### src/rtl/sgda_pkg.sv
// Shared types, codes and defaults of the greedy MaxSAT assigner.
package sgda_pkg;

    localparam int MAX_VARS_DEF     = 1024;
    localparam int MAX_CLAUSES_DEF  = 1024;
    localparam int MAX_LITERALS_DEF = 4096;

    localparam int IDX_W  = 10;
    localparam int NVAR_W = 11;
    localparam int LIT_W  = IDX_W + 2;

    localparam logic [2:0] CMD_CLEAR  = 3'd0;
    localparam logic [2:0] CMD_ADD    = 3'd1;
    localparam logic [2:0] CMD_PRESET = 3'd2;
    localparam logic [2:0] CMD_RUN    = 3'd3;
    localparam logic [2:0] CMD_READ   = 3'd4;

    localparam logic [1:0] ST_OK    = 2'd0;
    localparam logic [1:0] ST_FULL  = 2'd1;
    localparam logic [1:0] ST_RANGE = 2'd2;

    localparam logic [1:0] VAL_FALSE      = 2'd0;
    localparam logic [1:0] VAL_TRUE       = 2'd1;
    localparam logic [1:0] VAL_UNASSIGNED = 2'd2;

    localparam logic [1:0] MODE_INDEX = 2'd0;
    localparam logic [1:0] MODE_TOTAL = 2'd1;

    localparam logic REG_SCORE_MODE = 1'b0;
    localparam logic REG_NUM_VARS   = 1'b1;

    typedef struct packed {
        logic [2:0]       command;
        logic [IDX_W-1:0] var_index;
        logic             polarity;
        logic             clause_end;
        logic [1:0]       preset_value;
    } t_in_item;

    typedef struct packed {
        logic [1:0]       status;
        logic [IDX_W-1:0] var_index_res;
        logic [1:0]       value;
    } t_out_item;

    typedef struct packed {
        logic clr;
        logic sample;
    } t_scan_ctl;

    typedef struct packed {
        logic found;
        logic unassigned;
        logic pos;
    } t_scan_sts;

    typedef enum logic [4:0] {
        S_CLRA, S_IDLE, S_EXEC, S_RDWAIT, S_RCLR,
        S_CL_ADDR, S_CL_EVAL, S_CV_EVAL,
        S_SC_INIT, S_SC_ADDR, S_SC_EVAL, S_PICK,
        S_RL_ADDR, S_RL_EVAL, S_RC_EVAL,
        S_DL_ADDR, S_DL_EVAL, S_DV_EVAL, S_RESP
    } t_state;

endpackage

### src/rtl/sgda_score.sv
// Score unit: scores one variable a cycle while sampling and tracks the best candidate; a preset variable wins over it.
module sgda_score #(
    parameter int MAX_VARS = 1024,
    parameter int VAW      = 10,
    parameter int CNTW     = 13,
    parameter int SW       = 14
) (
    input  logic                  i_clk,
    input  logic                  i_rst_n,
    input  sgda_pkg::t_scan_ctl   i_ctl,
    input  logic [1:0]            i_mode,
    input  logic [VAW-1:0]        i_v,
    input  logic [CNTW-1:0]       i_c0,
    input  logic [CNTW-1:0]       i_c1,
    input  logic                  i_preset,
    output sgda_pkg::t_scan_sts   o_sts,
    output logic [VAW-1:0]        o_pick,
    output logic [CNTW-1:0]       o_c0,
    output logic [CNTW-1:0]       o_c1
);
    import sgda_pkg::*;

    logic            r_p_found, r_b_found, r_b_pos;
    logic [VAW-1:0]  r_p_pick, r_b_pick;
    logic [CNTW-1:0] r_p_c0, r_p_c1, r_b_c0, r_b_c1;
    logic [SW-1:0]   r_best;
    logic [SW-1:0]   score;

    always_comb begin
        case (i_mode)
            MODE_INDEX: score = SW'(MAX_VARS - 1) - SW'(i_v);
            MODE_TOTAL: score = SW'(i_c0) + SW'(i_c1);
            default:    score = (i_c0 > i_c1) ? SW'(i_c0) : SW'(i_c1);
        endcase
    end

    always_ff @(posedge i_clk) begin
        if (!i_rst_n || i_ctl.clr) begin
            r_p_found <= 1'b0;
            r_b_found <= 1'b0;
        end else if (i_ctl.sample) begin
            // a later preset has the larger index: it wins
            if (i_preset) begin
                r_p_found <= 1'b1;
                r_p_pick  <= i_v;
                r_p_c0    <= i_c0;
                r_p_c1    <= i_c1;
            end
            if (!r_b_found || score >= r_best) begin
                r_b_found <= 1'b1;
                r_best    <= score;
                r_b_pick  <= i_v;
                r_b_c0    <= i_c0;
                r_b_c1    <= i_c1;
                r_b_pos   <= (i_c1 >= i_c0);
            end
        end
    end

    assign o_sts.found      = r_p_found | r_b_found;
    assign o_sts.unassigned = !r_p_found;
    assign o_sts.pos        = r_b_pos;
    assign o_pick = r_p_found ? r_p_pick : r_b_pick;
    assign o_c0   = r_p_found ? r_p_c0 : r_b_c0;
    assign o_c1   = r_p_found ? r_p_c1 : r_b_c1;
endmodule

### config.mk
export PLATFORM = sky130hd
export DESIGN_NAME = sgda_score
export DESIGN_NICKNAME = d
export VERILOG_FILES = /design/src/rtl/sgda_pkg.sv /design/src/rtl/sgda_score.sv
export SDC_FILE = /design/constraint.sdc
export NUM_CORES = 1
export LEC_CHECK = 0
export ABC_AREA = 1
export BUFFER_PORTS_ARGS = -buffer_cell sky130_fd_sc_hd__buf_2
export CELL_PAD_IN_SITES_DETAIL_PLACEMENT = 1
export CELL_PAD_IN_SITES_GLOBAL_PLACEMENT = 1
export CORE_ASPECT_RATIO = 0.8
export CORE_MARGIN = 2
export CORE_UTILIZATION = 46
export CTS_CLUSTER_SIZE = 24
export DETAILED_ROUTE_END_ITERATION = 6
export GPL_ROUTABILITY_DRIVEN = 1
export PLACE_DENSITY = 0.83
export SYNTH_ARGS = -nofsm -noshare
export SYNTH_HDL_FRONTEND = slang
export SYNTH_SLANG_ARGS = --single-unit
### constraint.sdc
create_clock -name i_clk -period 10.25 [get_ports i_clk]
set_input_delay 0.5125 -clock i_clk [delete_from_list [all_inputs] [get_ports i_clk]]
set_output_delay 0.5125 -clock i_clk [all_outputs]
set_load 0.05 [all_outputs]
==> flow_summary.json <==
{
  "n_antenna_cell": 0,
  "r2r-end": "r_b_pick[8]",
  "worst_pin_slew_ns": 1.12,
  "ant_nets": 0,
  "coreArea_um2": 10800,
  "tns_ns": 0,
  "die_w_um": 121,
  "clock_latency_ns": 0.35,
  "critPathTopFamily": "simple AND/OR/NAND/NOR gates",
  "grt_overflow": 0,
  "die_h_um": 97.4,
  "antenna_found_initial": 0,
  "layout.nets": 727,
  "final_cell_mix": "nand2_1 (192), edfxtp_1 (87), inv_1 (85)",
  "fin_ws_ns": 5.67,
  "place_hpwl_um": 9730,
  "synthCells": 562,
  "vdd_drop_max_v": 0.000133,
  "final_common_cell": "nand2_1",
  "timing.final.crit_period_ns": 4.58,
  "rsz0062_at_grt": "no",
  "clkTransAtPathRegs_ns": 0.06,
  "place.gp.congestion": 0.861,
  "cts_buffer_depth": 2,
  "hold_class": "in2reg",
  "grt_pass1_wl_um": 21600,
  "rr_worst_depth": 11,
  "synth-edff-count": 87,
  "leakagePower_nw": 2.81,
  "yosysTopAreaCell": "edfxtp_1",
  "power.share.sequential": 0.465,
  "fmax_ghz": 0.218,
  "portBuffers": 81,
  "cp_slowest_cell": "nor2_4",
  "utilization": 0.541,
  "drtIter0Drc": 180,
  "vias": 3982,
  "yosys_most_used_dff": "edfxtp_1",
  "cts.sinks": 89,
  "avgRoutedWirePerCell_um": 16.7,
  "drc": 0,
  "synth_cell_types": 30,
  "path_max_fanout": 29,
  "hp-start": "i_v[9]",
  "internal_power_uw": 627,
  "ys_ff_latch": 89,
  "finalWirelength_um": 13200,
  "initial_core_util": 0.466,
  "yosysTopAreaCellShare": 0.520,
  "postCtsSetupRepairBufs": 0,
  "cts-root-buf": "clkbuf_16",
  "switching_share": 0.301,
  "max_stage_delay_ns": 0.56,
  "finClkSkew_ns": 0.00767,
  "setup.worst_path.class": "in2reg",
  "rows": 34,
  "final-hold-violation-count": 0,
  "yosys-top-cells-area": "edfxtp_1 (52%), nand2_1 (14%), ha_1 (10%), inv_1 (6.4%), nor2_1 (3.0%)",
  "p_clk_frac": 0.338,
  "grt_pass1_vias": 4351,
  "period_share": 0.447,
  "postCtsHoldBufs": 0,
  "arrival_ns": 4.58,
  "worst_setup_path_start_kind": "input port",
  "htreeDepth": 3,
  "cts_tree": "yes",
  "end_kind": "register",
  "synth.avg_cell_area_um2": 8.93,
  "viasPerCell": 5.03,
  "worstPathCellList": "buf_2, inv_1, ha_1, nand2_1, inv_2, nand2_1, nand2_1, a21oi_2, nand2_4, inv_4, nor2_1, nor2_1, nor2_1, ha_1, nand2_1, nor2_1, o21ai_0, nand3_1, nand3_1, nand3_1, nor2_1, nor2_4, buf_4",
  "timing.rr.start": "r_best[5]",
  "area_delta_synth_final_pct": 16.1,
  "die_area_um2": 11800,
  "hold_end": "r_p_pick[9]",
  "final_layout_size_suffix_gt1_frac": 0.176,
  "setup_viol": 0,
  "rrSetupSlack_ns": 7.39,
  "ys_warn_count": 0,
  "cts.repair.resized": 0,
  "syn_area_um2": 5020,
  "status": "finished, final reports clean",
  "power_density_nw_per_um2": 154,
  "switchingPower_uw": 270,
  "p_comb_frac": 0.197,
  "numCtsBuffers": 9,
  "grt_usage": 0.238,
  "max_slew_margin": 0.249,
  "critPathMostFrequentCell": "nor2_1",
  "cp.buffers_inverters": 5,
  "io_pins": 82,
  "async_flop_share": 0,
  "maxSlewViolCount": 0,
  "whs_path_depth": 1,
  "drv_cap": 0,
  "crit_required_ns": 10.25,
  "drtPass1Iterations": 4,
  "synth_nets": 646,
  "grt_max_degree": 38,
  "yosysSeqAreaShare": 0.528,
  "place_ws_ns": 5.36
}
[synth_stat cells (3+ instances only)]
cell type	number
nor3_1	5
clkbuf_1	6
o21bai_1	9
nor2_2	7
nand3_1	28
nand2_1	192
ha_1	40
nor2_1	40
edfxtp_1	87
a21oi_1	20
inv_1	85
buf_6	3
o21ai_0	17
[power groups by stage]
| stage | combinational [mW] | sequential (mW) | clock (mW) |
|---|---|---|---|
| detailed placement | 0.175 | 0.425 | 0 |
| floorplan | 0.121 | 0.425 | 0 |
| global route | 0.196 | 0.418 | 0.320 |
| finish | 0.177 | 0.417 | 0.303 |
| global placement | 0.167 | 0.425 | 0 |
| CTS | 0.178 | 0.418 | 0.309 |
[metrics by stage]
stage	power (mW)	cell area [um2]	hold WS [ns]	std cells
finish	0.897	5830	0.384	791
global route	0.934	5830	0.383	791
CTS	0.905	5830	0.375	791
detailed placement	0.600	5560	0.512	776
global placement	0.592	5560	0.494	776
floorplan	0.546	5020	0.467	562
[kinds of logic (layout without fill, tap and decap cells)]
group / after synthesis / count (layout) / synth area share
AO/OA/AOI/OAI: 51 / 51 / 0.0576
XOR/XNOR: 1 / 1 / 0.00175
adder cells (fa/ha/maj): 41 / 41 / 0.104
buffers and inverters: 101 / 186 / 0.0825
flip-flops: 89 / 89 / 0.528
AND/OR/NAND/NOR: 279 / 279 / 0.226
[layer usage]
layer | up-vias | routed length (um) | GRT usage | part of all wire
li1 | 1970 | - | - | -
met1 | 1911 | 5840 | 0.296 | 0.44
met5 | - | 0 | 0 | 0
met2 | 85 | 6710 | 0.422 | 0.51
met3 | 16 | 471 | 0.0428 | 0.036
met4 | 0 | 184 | 0.0662 | 0.014
[area by class of cell]
| class | count | area (um2) |
|---|---|---|
| multi-input combinational | 372 | 1970 |
| sequential | 89 | 2650 |
| inverter | 87 | 329 |
| timing repair buffer | 84 | 428 |
| tap | 144 | 180 |
| clock inverter | 6 | 42.5 |
| fill | 1298 | 4940 |
| clock buffer | 9 | 225 |
[worst max-delay path by stage]
stage | startpoint | end | slack [ns] | cells past startpoint
5_1_grt | i_c0[8] | r_b_pick[8] | 5.32 | 23
4_1_cts | i_c0[8] | r_b_pick[3] | 5.63 | 23
3_5_place_dp | i_c0[8] | r_b_pick[3] | 5.36 | 23
2_1_floorplan | i_c0[8] | r_b_c0[0] | 5.05 | 19
6_report | i_c0[8] | r_b_pick[8] | 5.67 | 23
3_3_place_gp | i_c0[8] | r_b_pick[0] | 5.60 | 21
[flip-flops by register name (all words and copies together), names as in the netlist]
register   count
r_b_pos        1
r_p_c0        13
r_p_found      1
r_p_c1        13
r_p_pick      10
r_b_pick      10
r_b_found      1
r_b_c0        13
r_b_c1        13
r_best        14
(Power assumes the default switching activity.)
