===== src/rtl/sgda_ram.sv =====
// Generic single-port RAM with registered read.
module sgda_ram #(
    parameter int W = 8,
    parameter int D = 16
) (
    input  logic                 i_clk,
    input  logic                 i_we,
    input  logic [$clog2(D)-1:0] i_addr,
    input  logic [W-1:0]         i_wdata,
    output logic [W-1:0]         o_rdata
);
    logic [W-1:0] r_mem [D];

    always_ff @(posedge i_clk) begin
        if (i_we) begin
            r_mem[i_addr] <= i_wdata;
        end
        o_rdata <= r_mem[i_addr];
    end
endmodule


===== config.mk =====
export PLATFORM = sky130hd
export DESIGN_NAME = sgda_ram
export DESIGN_NICKNAME = d
export VERILOG_FILES = /design/src/rtl/sgda_ram.sv
export SDC_FILE = /design/constraint.sdc
export NUM_CORES = 1
export LEC_CHECK = 0
export BUFFER_PORTS_ARGS = -buffer_cell sky130_fd_sc_hd__buf_2
export CAP_MARGIN = 40
export CORE_UTILIZATION = 60
export DETAILED_ROUTE_END_ITERATION = 8
export PLACE_DENSITY = 0.78
export SYNTH_ARGS = -nofsm -noshare
export SYNTH_HDL_FRONTEND = slang
export SYNTH_SLANG_ARGS = --single-unit

===== constraint.sdc =====
create_clock -name i_clk -period 1.89 [get_ports i_clk]
set_clock_uncertainty 0.05 [all_clocks]
set_input_delay 0.189 -clock i_clk [delete_from_list [all_inputs] [get_ports i_clk]]
set_output_delay 0.189 -clock i_clk [all_outputs]
set_load 0.1 [all_outputs]

==> results.json, run 1 <==
{
  "fmax_ghz": 0.630,
  "worstSetupPathType": "flip-flop to primary output",
  "drc": 0,
  "fin_nets": 300,
  "final_hold_viol_count": 0,
  "synthToLayoutAreaGrowth_pct": 19.1,
  "cts_inserted_buffers": 17,
  "p_sw_mw": 1.48,
  "synthTopCellsByCount": "edfxtp_1, mux4_2, a22oi_1",
  "synth-simple-area-share_pct": 3.21,
  "p_leak_nw": 2.03,
  "crit_arrival_ns": 1.35,
  "period_share_pct": 84.0,
  "period_minus_slack_ns": 1.59,
  "ys_seq_area_share_pct": 79.0,
  "synth_compound_gate_area_share_pct": 2.37,
  "dr.pass1.iters": 5,
  "synthArstFlopShare_pct": 0,
  "clk_latency_ns": 0.52,
  "setup_violations": 0,
  "synth_top_family_by_area": "multiplexers",
  "die_h_um": 93.9,
  "num_rows": 33,
  "nFillCells": 457,
  "regArea_um2": 4000,
  "cpMaxStageDelayCell": "buf_2",
  "postCtsSetupBuffers": 0,
  "peakVddDrop_mv": 0.786,
  "drive_gt1_share_pct": 34.6,
  "grt_antenna_before_repair": 0,
  "synth_nets": 244,
  "gp_routability_congestion": 0.763,
  "final_area_um2": 6040,
  "power.total_mw": 6.79,
  "synth.yosys.warnings": 0,
  "start_util_pct": 62.0,
  "fin_tns_setup_ns": 0,
  "slew_headroom_pct": 55.3,
  "path_buf_inv": 1,
  "p_per_area_nw_per_um2": 1120,
  "max-cap-violations": 0,
  "hpwl_um": 6090,
  "required_ns": 1.65,
  "die_x_um": 93.9,
  "path_clk_slew_ns": 0.06,
  "combPwrFrac_pct": 7.0,
  "cts.sinks": 136,
  "drtIter0Drc": 210,
  "synth_xor_area_share_pct": 0,
  "clock_path_buffers": 2,
  "r2r_slack_ns": 0.48,
  "netlist.area_leader.share_pct": 75.9,
  "cp_cell_sequence": "buf_2",
  "wl_um": 9900,
  "cts_htree_levels": 4,
  "synth_adder_area_share_pct": 0,
  "crit_path_end_kind": "primary output",
  "syn_area_um2": 5070,
  "routed-via-count": 2518,
  "seq_power_share_pct": 50.1,
  "slew_viol_final": 0,
  "synth.top_cells.by_area": "edfxtp_1, mux4_2, dfxtp_1, a22oi_1, nor2_1",
  "grt_overflow": 0,
  "io_pins": 22,
  "syn_inst": 230,
  "synth.most_common_cell": "edfxtp_1",
  "dieArea_um2": 8820,
  "yosys.area.top_type": "edfxtp_1",
  "post-route-util_pct": 73.8,
  "postRouteAntennaNets": 0,
  "hold_class": "input pin to flip-flop",
  "tightest_slew_ns": 0.669,
  "io_buffers": 21,
  "diodes": 0,
  "cp_max_fo": 1,
  "ys_ff_latch": 136,
  "synth_cell_types": 18,
  "max_stage_delay_ns": 0.45,
  "grt_setup_unrepaired": "false",
  "drt-wirelength-per-cell_um": 24.6,
  "routed_via_density": 6.25,
  "synth_edf_count": 128,
  "cts_root_buf": "clkbuf_8",
  "synthFlopType": "edfxtp_1",
  "start_kind": "flip-flop",
  "p_int_mw": 5.31,
  "cts_tree": "yes",
  "clkPwrFrac_pct": 42.9,
  "grt_max_degree": 22,
  "postSynthAreaPerCell_um2": 22.0,
  "grt_first_pass_wirelength_um": 15200,
  "status": "finished clean",
  "core_area_um2": 8180,
  "grt.total_usage_pct": 25.7,
  "critPathTopFamily": "buffers and inverters",
  "multi_input_area_um2": 1000,
  "grt_pass1_vias": 2683,
  "swShare_pct": 21.8,
  "dpl_cell_area_um2": 5460,
  "muxShareOfSynthArea_pct": 14.2
}
==> worst register-to-register path, stage by stage (launching register included) <==
cell      delay, ns
edfxtp_1       0.38
mux4_2         0.48
a22oi_1        0.28
nand2_1        0.10
==> kinds of logic (layout without fill, tap and decap cells) <==
logic type / count (synthesis) / in the layout
buffers and inverters: 11 / 79
and+or+nand+nor: 35 / 35
AOI/OAI and AO/OA: 16 / 16
muxes: 32 / 32
DFF: 136 / 136
==> registers in the layout, indices dropped and copies added, names as in the netlist <==
register and count:
r_mem 128, o_rdata 8
==> layout by cell type (no fill, tap or decap), drive strengths merged <==
master	n
mux4	32
nand2b	2
clkbuf	21
nor2b	2
nor2	13
bufinv	1
or3b	1
clkinvlp	1
dfxtp	8
nor3	4
a22oi	16
nand2	9
edfxtp	128
clkinv	8
dlygate4sd3	5
nand3b	2
and2	1
buf	43
nand3	1
==> power by group through the flow <==
stage | sequential, mW | clock [mW] | combinational (mW)
after floorplan | 3.60 | 0 | 0.174
after global placement | 3.45 | 0 | 0.458
after detailed placement | 3.46 | 0 | 0.467
after CTS | 3.40 | 2.94 | 0.481
after global routing | 3.40 | 3.07 | 0.503
final | 3.40 | 2.91 | 0.478
==> stage by stage <==
step           setup WS (ns)  hold WS (ns)  std cells
2_1_floorplan          0.158         0.238        230
3_3_place_gp           0.293         0.523        367
3_5_place_dp           0.236         0.532        367
4_1_cts                0.289       0.00939        403
5_1_grt                0.259        0.0126        403
6_report               0.302        0.0208        403
==> layout make-up <==
| cell class | instances | share of cell area [%] |
|---|---|---|
| clock inverter | 10 | 1.31 |
| timing repair buffer | 48 | 6.13 |
| sequential | 136 | 66.3 |
| tap | 105 | 2.18 |
| multi-input combinational | 83 | 16.6 |
| clock buffer | 21 | 7.44 |
==> per-layer routing <==
metal / GRT usage [%] / vias up / share of wire (%)
met4: 13.6 / 0 / 3.5
li1: - / 1071 / -
met5: 0 / - / 0
met1: 31.4 / 1288 / 38
met2: 41.4 / 125 / 51
met3: 8.01 / 34 / 6.6
==> path summary, 6_finish.rpt <==
check,cells past startpoint,end,start
hold / removal,1,r_mem[8][7],i_wdata[7]
hold reg to reg,3,o_rdata[7],r_mem[7][7]
setup / recovery,1,o_rdata[6],o_rdata[6]
setup reg to reg,3,o_rdata[2],r_mem[2][2]
==> timing repair <==
item / CTS / global route
resized for setup: 0 / 0
hold buffers: 5 / 0
hold endpoints to repair: 70 / 0
Power figures use the tool's default switching activity.
==> inputs of run 2 (changes only) <==
--- a/config.mk
+++ b/config.mk
@@ -5,11 +5,12 @@
 export SDC_FILE = /design/constraint.sdc
 export NUM_CORES = 1
 export LEC_CHECK = 0
+export ABC_AREA = 1
 export BUFFER_PORTS_ARGS = -buffer_cell sky130_fd_sc_hd__buf_2
 export CAP_MARGIN = 40
-export CORE_UTILIZATION = 60
+export CORE_UTILIZATION = 55
 export DETAILED_ROUTE_END_ITERATION = 8
-export PLACE_DENSITY = 0.78
+export PLACE_DENSITY = 0.75
 export SYNTH_ARGS = -nofsm -noshare
 export SYNTH_HDL_FRONTEND = slang
 export SYNTH_SLANG_ARGS = --single-unit
==> constraint.sdc (replaced) <==
create_clock -name i_clk -period 1.45 [get_ports i_clk]
set_clock_uncertainty 0.05 [all_clocks]
set_input_delay 0.145 -clock i_clk [delete_from_list [all_inputs] [get_ports i_clk]]
set_output_delay 0.145 -clock i_clk [all_outputs]
set_load 0.1 [all_outputs]
==> results.json, run 2 <==
{
  "cts_htree_levels": 4,
  "grt_pass1_vias": 3738,
  "largest_register": "r_mem",
  "grt.total_usage_pct": 25.6,
  "routed_via_density": 5.10,
  "crit_arrival_ns": 1.21,
  "syn_inst": 548,
  "cpMaxStageDelayCell": "dfxtp_1",
  "crit_path_end_kind": "primary output",
  "required_ns": 1.25,
  "cp_cell_sequence": "buf_4",
  "max_stage_delay_ns": 0.37,
  "period_minus_slack_ns": 1.40,
  "synth.yosys.warnings": 0,
  "synthFlopType": "edfxtp_1",
  "grt_first_pass_wirelength_um": 19000,
  "ys_seq_area_share_pct": 71.6,
  "drt-wirelength-per-cell_um": 16.1,
  "final_area_um2": 6750,
  "period_share_pct": 96.7,
  "fin_tns_setup_ns": 0,
  "synthToLayoutAreaGrowth_pct": 20.6,
  "start_util_pct": 57.0,
  "io_buffers": 21,
  "synth_nets": 562,
  "synthArstFlopShare_pct": 0,
  "postSynthAreaPerCell_um2": 10.2,
  "routed-via-count": 3802,
  "grt_max_degree": 42,
  "top_regs": "r_mem: 128 flops, o_rdata: 8 flops",
  "slew_headroom_pct": 74.2,
  "dr.pass1.iters": 5,
  "final_hold_viol_count": 0,
  "p_leak_nw": 2.91,
  "diodes": 0,
  "clk_latency_ns": 0.53,
  "cts_root_buf": "clkbuf_8",
  "drive_gt1_share_pct": 14.0,
  "synth_xor_area_share_pct": 0,
  "ys_ff_latch": 136,
  "slew_viol_final": 0,
  "synth-simple-area-share_pct": 24.8,
  "critPathTopFamily": "flip-flops",
  "grt_antenna_before_repair": 0,
  "postRouteAntennaNets": 0,
  "drtIter0Drc": 213,
  "fmax_ghz": 0.713,
  "power.total_mw": 9.46,
  "clock_path_buffers": 2,
  "regArea_um2": 4000,
  "dieArea_um2": 10600,
  "grt_setup_unrepaired": "false",
  "cts_tree": "yes",
  "die_h_um": 103,
  "syn_area_um2": 5590,
  "io_pins": 22,
  "postCtsSetupBuffers": 0,
  "path_buf_inv": 1,
  "hpwl_um": 7280,
  "fin_ws_ns": 0.0484,
  "peakVddDrop_mv": 1.19,
  "core_area_um2": 9820,
  "synth_compound_gate_area_share_pct": 0,
  "synth.most_common_cell": "nand2_1",
  "gp_routability_congestion": 0.882,
  "largest_register_ffs": 128,
  "tightest_slew_ns": 0.387,
  "synth_edf_count": 128,
  "synth.top_cells.by_area": "edfxtp_1, nand2_1, dfxtp_1, inv_1, nor2_1",
  "place_ws_ns": -0.00555,
  "cts.sinks": 136,
  "netlist.area_leader.share_pct": 68.7,
  "dpl_cell_area_um2": 6060,
  "nFillCells": 737,
  "layout_common_cells": "nand2_1, edfxtp_1, buf_4",
  "final_common_cell": "nand2_1",
  "muxShareOfSynthArea_pct": 0,
  "p_per_area_nw_per_um2": 1400,
  "max-cap-violations": 0,
  "synthTopCellsByCount": "nand2_1, edfxtp_1, inv_1",
  "status": "finished clean",
  "cts_inserted_buffers": 17,
  "yosys.area.top_type": "edfxtp_1",
  "wl_um": 12000,
  "worstSetupPathType": "flip-flop to primary output",
  "hold_class": "input pin to flip-flop",
  "setup_violations": 0,
  "path_clk_slew_ns": 0.06,
  "synth_top_family_by_area": "simple AND/OR/NAND/NOR gates",
  "num_rows": 36,
  "cp_max_fo": 1,
  "multi_input_area_um2": 1410,
  "synth_adder_area_share_pct": 0,
  "drc": 0,
  "grt_overflow": 0,
  "hold_slack_ns": 0.0831,
  "die_x_um": 103,
  "start_kind": "flip-flop",
  "synth_cell_types": 11,
  "fin_nets": 614
}
[run 2: cell types whose count changed after synthesis, sizes merged, moves of 2 or more]
cell	before	now
nand3	1	4
nor3	4	0
nor2	13	18
nand2b	2	0
inv	0	22
nand3b	2	0
a22oi	16	0
nand2	9	346
mux4	32	0
buf	8	18
nor2b	2	0
[run 2: final timing paths]
check | endpoint | from | slack (ns) | cells after the start
setup reg to reg | o_rdata[7] | r_mem[3][7] | 0.39 | 8
hold / removal | o_rdata[4] | i_addr[1] | 0.08 | 7
hold reg to reg | o_rdata[4] | r_mem[1][4] | 0.66 | 8
setup / recovery | o_rdata[4] | o_rdata[4] | 0.05 | 1
[run 2: area by class of cell]
type,instances,area share (%)
Sequential cell,136,59.3
Multi-Input combinational cell,368,20.8
Timing Repair Buffer,54,7.31
Clock buffer,17,6.14
Clock inverter,15,2.61
Tap cell,133,2.47
Inverter,23,1.28
[run 2: cells by family (layout without fill, tap and decap cells)]
kind of cell,Yosys count,after routing
flops,136,136
buf+inv,44,109
simple gates,368,368
[run 2: per-stage QoR]
step                util (%)  instances
floorplan                  -        548
global placement        61.7        706
detailed placement      61.7        706
CTS                     68.6        745
global route            68.7        746
finish                  68.7        746
[run 2: routing by layer]
layer  up-vias  share of wire [%]  global-route usage (%)
li1       1859                  -                       -
met2       136                 51                    42.8
met5         -                  0                       0
met1      1782                 41                    32.2
met3        25                5.8                    6.31
met4         0                2.1                    10.4
[run 2: power breakdown]
group | total (mW) | internal [mW] | switching, mW
logic | 0.775 | 0.199 | 0.575
clock network | 4.26 | 2.62 | 1.64
registers | 4.42 | 4.40 | 0.0268
total | 9.46 | 7.21 | 2.24
[run 2: repair_timing]
action / in CTS / in global routing
setup endpoints to repair: 8 / 0
endpoints found under the hold margin: 81 / 3
hold buffers: 7 / 1
resized for setup: 8 / 0
